--- src/rtl/ovs_pkg.sv ---
// Shared types, constants and helpers for the one-vs-one linear SVM classifier.
// No dependencies; used by every module of the block.
package ovs_pkg;

	// Default sizing, handed to the top-level parameters
	localparam int DEF_MAX_FEATURES = 64;
	localparam int DEF_MAX_CLASSES  = 8;
	localparam int DEF_MAX_PAIRS    = 28;

	// Field and datapath widths
	localparam int FEATURE_COUNT_W = 7;
	localparam int CLASS_COUNT_W   = 4;
	localparam int ACTION_W        = 2;
	localparam int ADDR_W          = 11;
	localparam int VALUE_W         = 32;
	localparam int COEF_W          = 16;
	localparam int BIAS_W          = 32;
	localparam int PROD_W          = 32;
	localparam int ACC_W           = 48;
	localparam int VOTE_W          = 3;
	localparam int CLASS_OUT_W     = 3;

	// Port widths
	localparam int S_TDATA_W  = 48;
	localparam int S_TUSER_W  = 2;
	localparam int M_TDATA_W  = 8;
	localparam int CFG_IDX_W  = 4;
	localparam int CFG_DATA_W = 8;

	// Register reset values
	localparam logic [FEATURE_COUNT_W-1:0] FEATURE_COUNT_RST = 7'd64;
	localparam logic [CLASS_COUNT_W-1:0]   CLASS_COUNT_RST   = 4'd8;

	// Request kinds carried on s_tuser
	localparam logic [ACTION_W-1:0] ACT_WEIGHT = 2'd0;
	localparam logic [ACTION_W-1:0] ACT_BIAS   = 2'd1;
	localparam logic [ACTION_W-1:0] ACT_SAMPLE = 2'd2;

	// Register indexes on the configuration channel
	localparam logic [CFG_IDX_W-1:0] REG_FEATURE_COUNT = 4'd0;
	localparam logic [CFG_IDX_W-1:0] REG_CLASS_COUNT   = 4'd1;

	// Sequencer to MAC datapath
	typedef struct packed {
		logic wr_weight;
		logic wr_bias;
		logic wr_sample;
		logic issue;
		logic clear_acc;
	} mac_ctrl_t;

	// MAC datapath back to sequencer
	typedef struct packed {
		logic busy;
		logic positive;
	} mac_stat_t;

	// Sequencer to vote tally
	typedef struct packed {
		logic clear;
		logic vote;
		logic scan;
	} tally_ctrl_t;

	// Clamp a signed word to the signed 16-bit range
	function automatic logic signed [COEF_W-1:0] sat16(input logic signed [VALUE_W-1:0] v);
		if (v > 32'sd32767) begin
			return 16'sh7fff;
		end else if (v < -32'sd32768) begin
			return 16'sh8000;
		end
		return v[COEF_W-1:0];
	endfunction

endpackage

--- src/rtl/ovs_tally.sv ---
// Per-class vote counters and the final scan for the lowest-indexed maximum.
// Depends on ovs_pkg.
module ovs_tally
	import ovs_pkg::*;
#(
	parameter int MAX_CLASSES = DEF_MAX_CLASSES,
	localparam int CW = (MAX_CLASSES > 1) ? $clog2(MAX_CLASSES) : 1
) (
	input  logic          clk,
	input  logic          arst_n,
	input  tally_ctrl_t   ctrl,
	input  logic [CW-1:0] vote_idx,
	input  logic [CW-1:0] scan_idx,
	output logic [CW-1:0] best
);

	logic [VOTE_W-1:0] votes_q [MAX_CLASSES];
	logic [VOTE_W-1:0] best_votes_q;
	logic [CW-1:0]     best_q;

	// Vote counters wrap at three bits
	always_ff @(posedge clk or negedge arst_n) begin
		if (!arst_n) begin
			for (int k = 0; k < MAX_CLASSES; k++) begin
				votes_q[k] <= '0;
			end
		end else begin
			for (int k = 0; k < MAX_CLASSES; k++) begin
				if (ctrl.clear) begin
					votes_q[k] <= '0;
				end else if (ctrl.vote && (vote_idx == CW'(k))) begin
					votes_q[k] <= votes_q[k] + 1'b1;
				end
			end
		end
	end

	// One class per cycle; strict compare keeps the lowest index on ties
	always_ff @(posedge clk or negedge arst_n) begin
		if (!arst_n) begin
			best_q       <= '0;
			best_votes_q <= '0;
		end else if (ctrl.clear) begin
			best_q       <= '0;
			best_votes_q <= '0;
		end else if (ctrl.scan && (votes_q[scan_idx] > best_votes_q)) begin
			best_q       <= scan_idx;
			best_votes_q <= votes_q[scan_idx];
		end
	end

	assign best = best_q;

endmodule

--- config.mk ---
export PLATFORM = sky130hd
export DESIGN_NAME = ovs_tally
export DESIGN_NICKNAME = d
export VERILOG_FILES = /design/src/rtl/ovs_pkg.sv /design/src/rtl/ovs_tally.sv
export SDC_FILE = /design/constraint.sdc
export NUM_CORES = 1
export LEC_CHECK = 0
export ABC_AREA = 1
export BUFFER_PORTS_ARGS = -buffer_cell sky130_fd_sc_hd__buf_2
export CAP_MARGIN = 20
export CORE_MARGIN = 1
export CORE_UTILIZATION = 25
export CTS_BUF_LIST = sky130_fd_sc_hd__clkbuf_4
export DETAILED_ROUTE_END_ITERATION = 6
export GPL_TIMING_DRIVEN = 0
export REMOVE_ABC_BUFFERS = 1
export SLEW_MARGIN = 0
export SYNTH_ARGS = -nofsm -noshare
export SYNTH_HDL_FRONTEND = slang
export SYNTH_SLANG_ARGS = --single-unit
--- constraint.sdc ---
create_clock -name clk -period 3.7 [get_ports clk]
set_clock_uncertainty 0.15 [all_clocks]
set_input_delay 0.74 -clock clk [delete_from_list [all_inputs] [get_ports clk]]
set_output_delay 0.74 -clock clk [all_outputs]
set_load 0.01 [all_outputs]
# ---- Yosys cells after proc, flatten, opt, wreduce, memory -nomap -nowiden
# Index checks and enable logic that the tools add are counted.
# W data, S select, Z words.
dict set report word_totals {
  regBits 30
  input_bits 11
  output_inout_bits 3
  wordCells 70
}
dict set report op_classes {
  addsub 8
  bitwise_logic 1
  n_eq_ne 7
  order_cmp 2
  reduce_logical 19
  mux 23
}
# op n
set op_table {}
lappend op_table {{$mux W3} 22}
lappend op_table {{$add A3 B1 Y3 const B} 8}
lappend op_table {{$reduce_bool A2 Y1} 9}
lappend op_table {{$eq A3 B3 Y1 const B} 4}
lappend op_table {{$bmux W3 S3} 1}
lappend op_table {{$logic_and A1 B1 Y1} 9}
lappend op_table {{$eq A3 B2 Y1 const B} 2}
lappend op_table {{$ge A4 B4 Y1 const B} 1}
lappend op_table {{$not A3 Y4} 1}
lappend op_table {{$eq A3 B1 Y1 const B} 1}
lappend op_table {{$gt A3 B3 Y1} 1}
lappend op_table {{$logic_not A3 Y1} 1}

# ---- Longest topological paths before layout
dict set report logic_depth {
  depth_word 8
  ltp_mapped 14
  ltp_nobuf 13
}

# ---- Worst setup path before layout
# No wires, ideal clock.
dict set report synth_path {
  kind {input -> register}
  from {input port scan_idx[0]}
  to {register best_votes_q[1]}
  t_arrival_ps 2082
  path_buffers 1
  cell_stages 13
  path_slack_ps 1351
  path_cell_list {inv_2 buf_6 nand2_1 nand3_1 nand3_1 and2_2 ha_1 a21oi_1 nand2_1 nand2_1 nor2_8 nand3_1 nand2_1}
}
dict set report synth_via {
  elab_chain_len 7
}
# element line_no
set synth_lines {}
lappend synth_lines {{start: declaration} ovs_tally.sv:13} ;# input logic [CW-1:0] scan_idx,
lappend synth_lines {{$not A3 Y4 (not written as such) (*)} {ovs_tally.sv:46, ovs_tally.sv:48}}
lappend synth_lines {{$bmux W3 S3 (*)} {ovs_tally.sv:46, ovs_tally.sv:48}}
lappend synth_lines {{$mux W3 (not written as such) (*) (2 in series)} {ovs_tally.sv:46, ovs_tally.sv:48}}
lappend synth_lines {{$gt A3 B3 Y1} ovs_tally.sv:46} ;# end else if (ctrl.scan && (votes_q[scan_idx] > best_votes_q)) begin
lappend synth_lines {{$logic_and A1 B1 Y1} ovs_tally.sv:46}
lappend synth_lines {{$reduce_bool A2 Y1 (no source line)} --}
lappend synth_lines {{end signal: assignment} ovs_tally.sv:48} ;# best_votes_q <= votes_q[scan_idx];
lappend synth_lines {{end: declaration} ovs_tally.sv:18} ;# logic [VOTE_W-1:0] best_votes_q;
# Mark *: on every way between the ends. The rest lies on a longest branch, timed or not. The select of a mux whose other input is x is not followed.
# A chain may end at the register's enable or synchronous reset.

# ---- Final worst setup path
# Same ends and word-level chain as after synthesis.

==> key figures <==
Cells and area
  • Final std cells w/o fill: about 350
  • Nets: 276
  • Fillers: between 700 and 800
  • Area grow syn2layout: 10.5%
  • Final Util: 0.291
  • N_diodes: 0
  • Share of layout cells above drive strength 1: 0.153

Global route
  • Vias in the first global route: between 1000 and 1500
  • Initial antenna violation count: 0
  • First-pass GRT wire length: approximately 6500 µm
  • Gr usage total: 0.113
  • Total grt overflow: 0
  • Pin count of the biggest net entering global routing: 31

Flow run
  • Max cap viols: 0

Run status
  • Status: complete, no violations

Min path
  • Hold WC Path Type: input port to asynchronous set/reset pin

Timing
  • Fin. Hold Viols: 0
  • Peak Freq: around 0.4 GHz
  • Worst-Margin Slew: 0.696 ns
  • Setup_tns: 0 ns
  • Slew Viols, Final: 0
  • Max-Slew Margin vs Limit: 0.536
  • Period minus WS final: 2.50 ns
  • Fraction of the cycle the final worst path needs: 0.675
  • RSZ-0062 raised after global routing: false
  • Final setup viols: 0

Yosys
  • Register area share after synthesis: 0.410
  • Gate Count Post-Synth: ~240
  • Most frequent cell after synthesis: nand2_1
  • Unique masters post-synth: 23
  • Synth area leaders: dfrtp_1 41%, nand2_1 11%, inv_1 8.6%
  • Ys flop type: dfrtp_1
  • Post-synthesis async set-or-reset flop share: 1.00
  • Syn avg cell area: about 7.7 µm²
  • Mapped Area: about 1800 µm²
  • Seq cells post-synth: 30
  • Synth top area share: 0.410
  • Area leader, netlist: dfrtp_1
  • Yosys warns: 0
  • Post-synth top cells: 53 x nand2_1, 42 x inv_1, 30 x dfrtp_1, 21 x nand3_1, 16 x nor2_1
  • EDFF count, synth: 0

Place
  • Placed Instances: approximately 340
  • RePlAce Congestion: 0.797
  • Hpwl dp: around 2700 µm
  • IO Port Bufs: 13

Detailed routing
  • DRC: 0
  • Post-Route WL: about 3700 µm
  • Vias: 1474
  • DRT Pass-1 Iters: 4
  • DRT antenna net count: 0
  • Drt wl/cell: 10.5 µm
  • Via/cell ratio: roughly 4.2
  • DRT iter0 DRCs: 84

Critical path
  • R2R setup slack: 1.57 ns
  • Max stage delay on crit path: between 0.3 and 0.4 ns
  • R2R Path End: best_votes_q[1]$_DFFE_PN0P_
  • Path depth of the worst reg2reg path: 11
  • Critical path buffers and inverters: 2
  • Crit start category: input port
  • CP max FO: 14
  • Delay-heaviest family, CP: simple AND/OR/NAND/NOR gates
  • Most used cell, CP: nand2_1
  • Worst r2r src: votes_q[14]$_DFFE_PN0P_
  • Req. time, crit path: 3.82 ns
  • Critical path's slowest cell: ha_1
  • Worst path cell trace: buf_2 -> inv_2 -> nand2_1 -> nand3_1 -> nand3_1 -> and2_2 -> ha_1 -> a21oi_1 -> nand2_1 -> a21oi_2 -> nand2_1 -> nand2_1
  • Critical Path AT: 2.62 ns
  • Crit Path Category: input port to flop
  • Crit. End Element: flop

Floorplan
  • Total core area: roughly 6900 µm²
  • Die span in x: 87.6 µm
  • Die H: 87.6 µm
  • Initial core utilization: 0.264
  • Die Area: about 7700 µm²
  • Rows: 30
  • I/O pin total: 14

Power and ir drop
  • Peak supply drop: around 0.12 mV
  • Pwr Density: 321 nW/µm²
  • LEAKAGE: roughly 1.0 nW

CTS
  • Cell chosen for the clock root: clkbuf_4
  • CTS Hold Bufs: 0
  • Clk slew on worst S/H paths: approximately 0.10 ns
  • CTS tree: yes
  • Clk_lat worst skew: 0.33 ns
  • Post-CTS Setup Repair Bufs: 0
  • CTS sink cnt: 30
  • Post-CTS resize count: 0
  • CTS Buf Count: 5
  • Clock Path Buffers: 2
  • Number of H-tree levels: 2
==> final cells by class <==
cell class / instances / area [µm²] / share of cell area
well taps: 96 / 120 / 0.0594
clock inverters: 3 / 16.3 / 0.00804
clock buffers: 5 / 37.5 / 0.0186
inverters: 45 / 169 / 0.0835
flip-flops and latches: 30 / 751 / 0.371
repair buffers: 13 / 65.1 / 0.0322
multi-input cells: 159 / 863 / 0.427
==> cells in the final DEF (no fill, tap or decap) <==
cell type,instances
nand2_1,53
inv_1,42
dfrtp_1,30
nand3_1,21
nor2_1,16
buf_2,13
ha_1,11
a21oi_1,10
o21ai_0,10
a211oi_1,8
nand2_2,7
nor3_1,7
o21ai_1,6
clkbuf_4,5
inv_2,3
nor2_2,3
nand3_2,2
and2_1,1
and2_2,1
a21oi_2,1
nor2_8,1
nor2_4,1
clkinv_2,1
clkinvlp_4,1
clkinv_1,1
==> where the power goes <==
group / switching (mW) / internal [mW]
clock: 0.121 / 0.0706
combinational: 0.0736 / 0.0373
sequential: 0.00666 / 0.341
total: 0.201 / 0.449
==> flip-flops by register name, indices dropped and copies added, names as in the netlist <==
name          count
best              3
best_votes_q      3
votes_q          24
==> through the flow <==
stage	instance area [µm²]	hold WS [ns]	setup slack [ns]	power, mW
finish	2020	0.279	1.20	0.650
global route	2020	0.331	0.968	0.693
CTS	2020	0.302	1.20	0.661
detailed placement	1970	0.304	0.869	0.467
global placement	1970	0.302	0.858	0.465
floorplan	1780	0.284	1.37	0.427
==> cells by family after synthesis <==
logic type | count (synthesis) | synth area share
adder cells (fa/ha/maj) | 11 | 0.0752
AND/OR/NAND/NOR | 113 | 0.288
AO/OA/AOI/OAI | 35 | 0.109
flip-flops | 30 | 0.410
buffers and inverters | 50 | 0.118
==> metal layers <==
layer | up-vias | track usage | routed length, µm
met5 | - | 0 | 0
met4 | 0 | 0.0358 | 48
met3 | 6 | 0.0349 | 109
met2 | 14 | 0.176 | 1680
met1 | 668 | 0.149 | 1860
li1 | 786 | - | -
==> how the worst max path moves through the flow <==
stage	start	endpoint	slack (ns)	cells after the start
4_1_cts	scan_idx[0]	best_votes_q[1]$_DFFE_PN0P_	1.20	12
2_1_floorplan	scan_idx[0]	best_votes_q[1]$_DFFE_PN0P_	1.37	12
3_5_place_dp	scan_idx[0]	best_votes_q[1]$_DFFE_PN0P_	0.87	12
3_3_place_gp	scan_idx[0]	best_votes_q[2]$_DFFE_PN0P_	0.86	12
5_1_grt	scan_idx[0]	best_votes_q[2]$_DFFE_PN0P_	0.97	12
6_report	scan_idx[0]	best_votes_q[1]$_DFFE_PN0P_	1.20	12
Note: power is estimated with default switching activity, not from simulation.
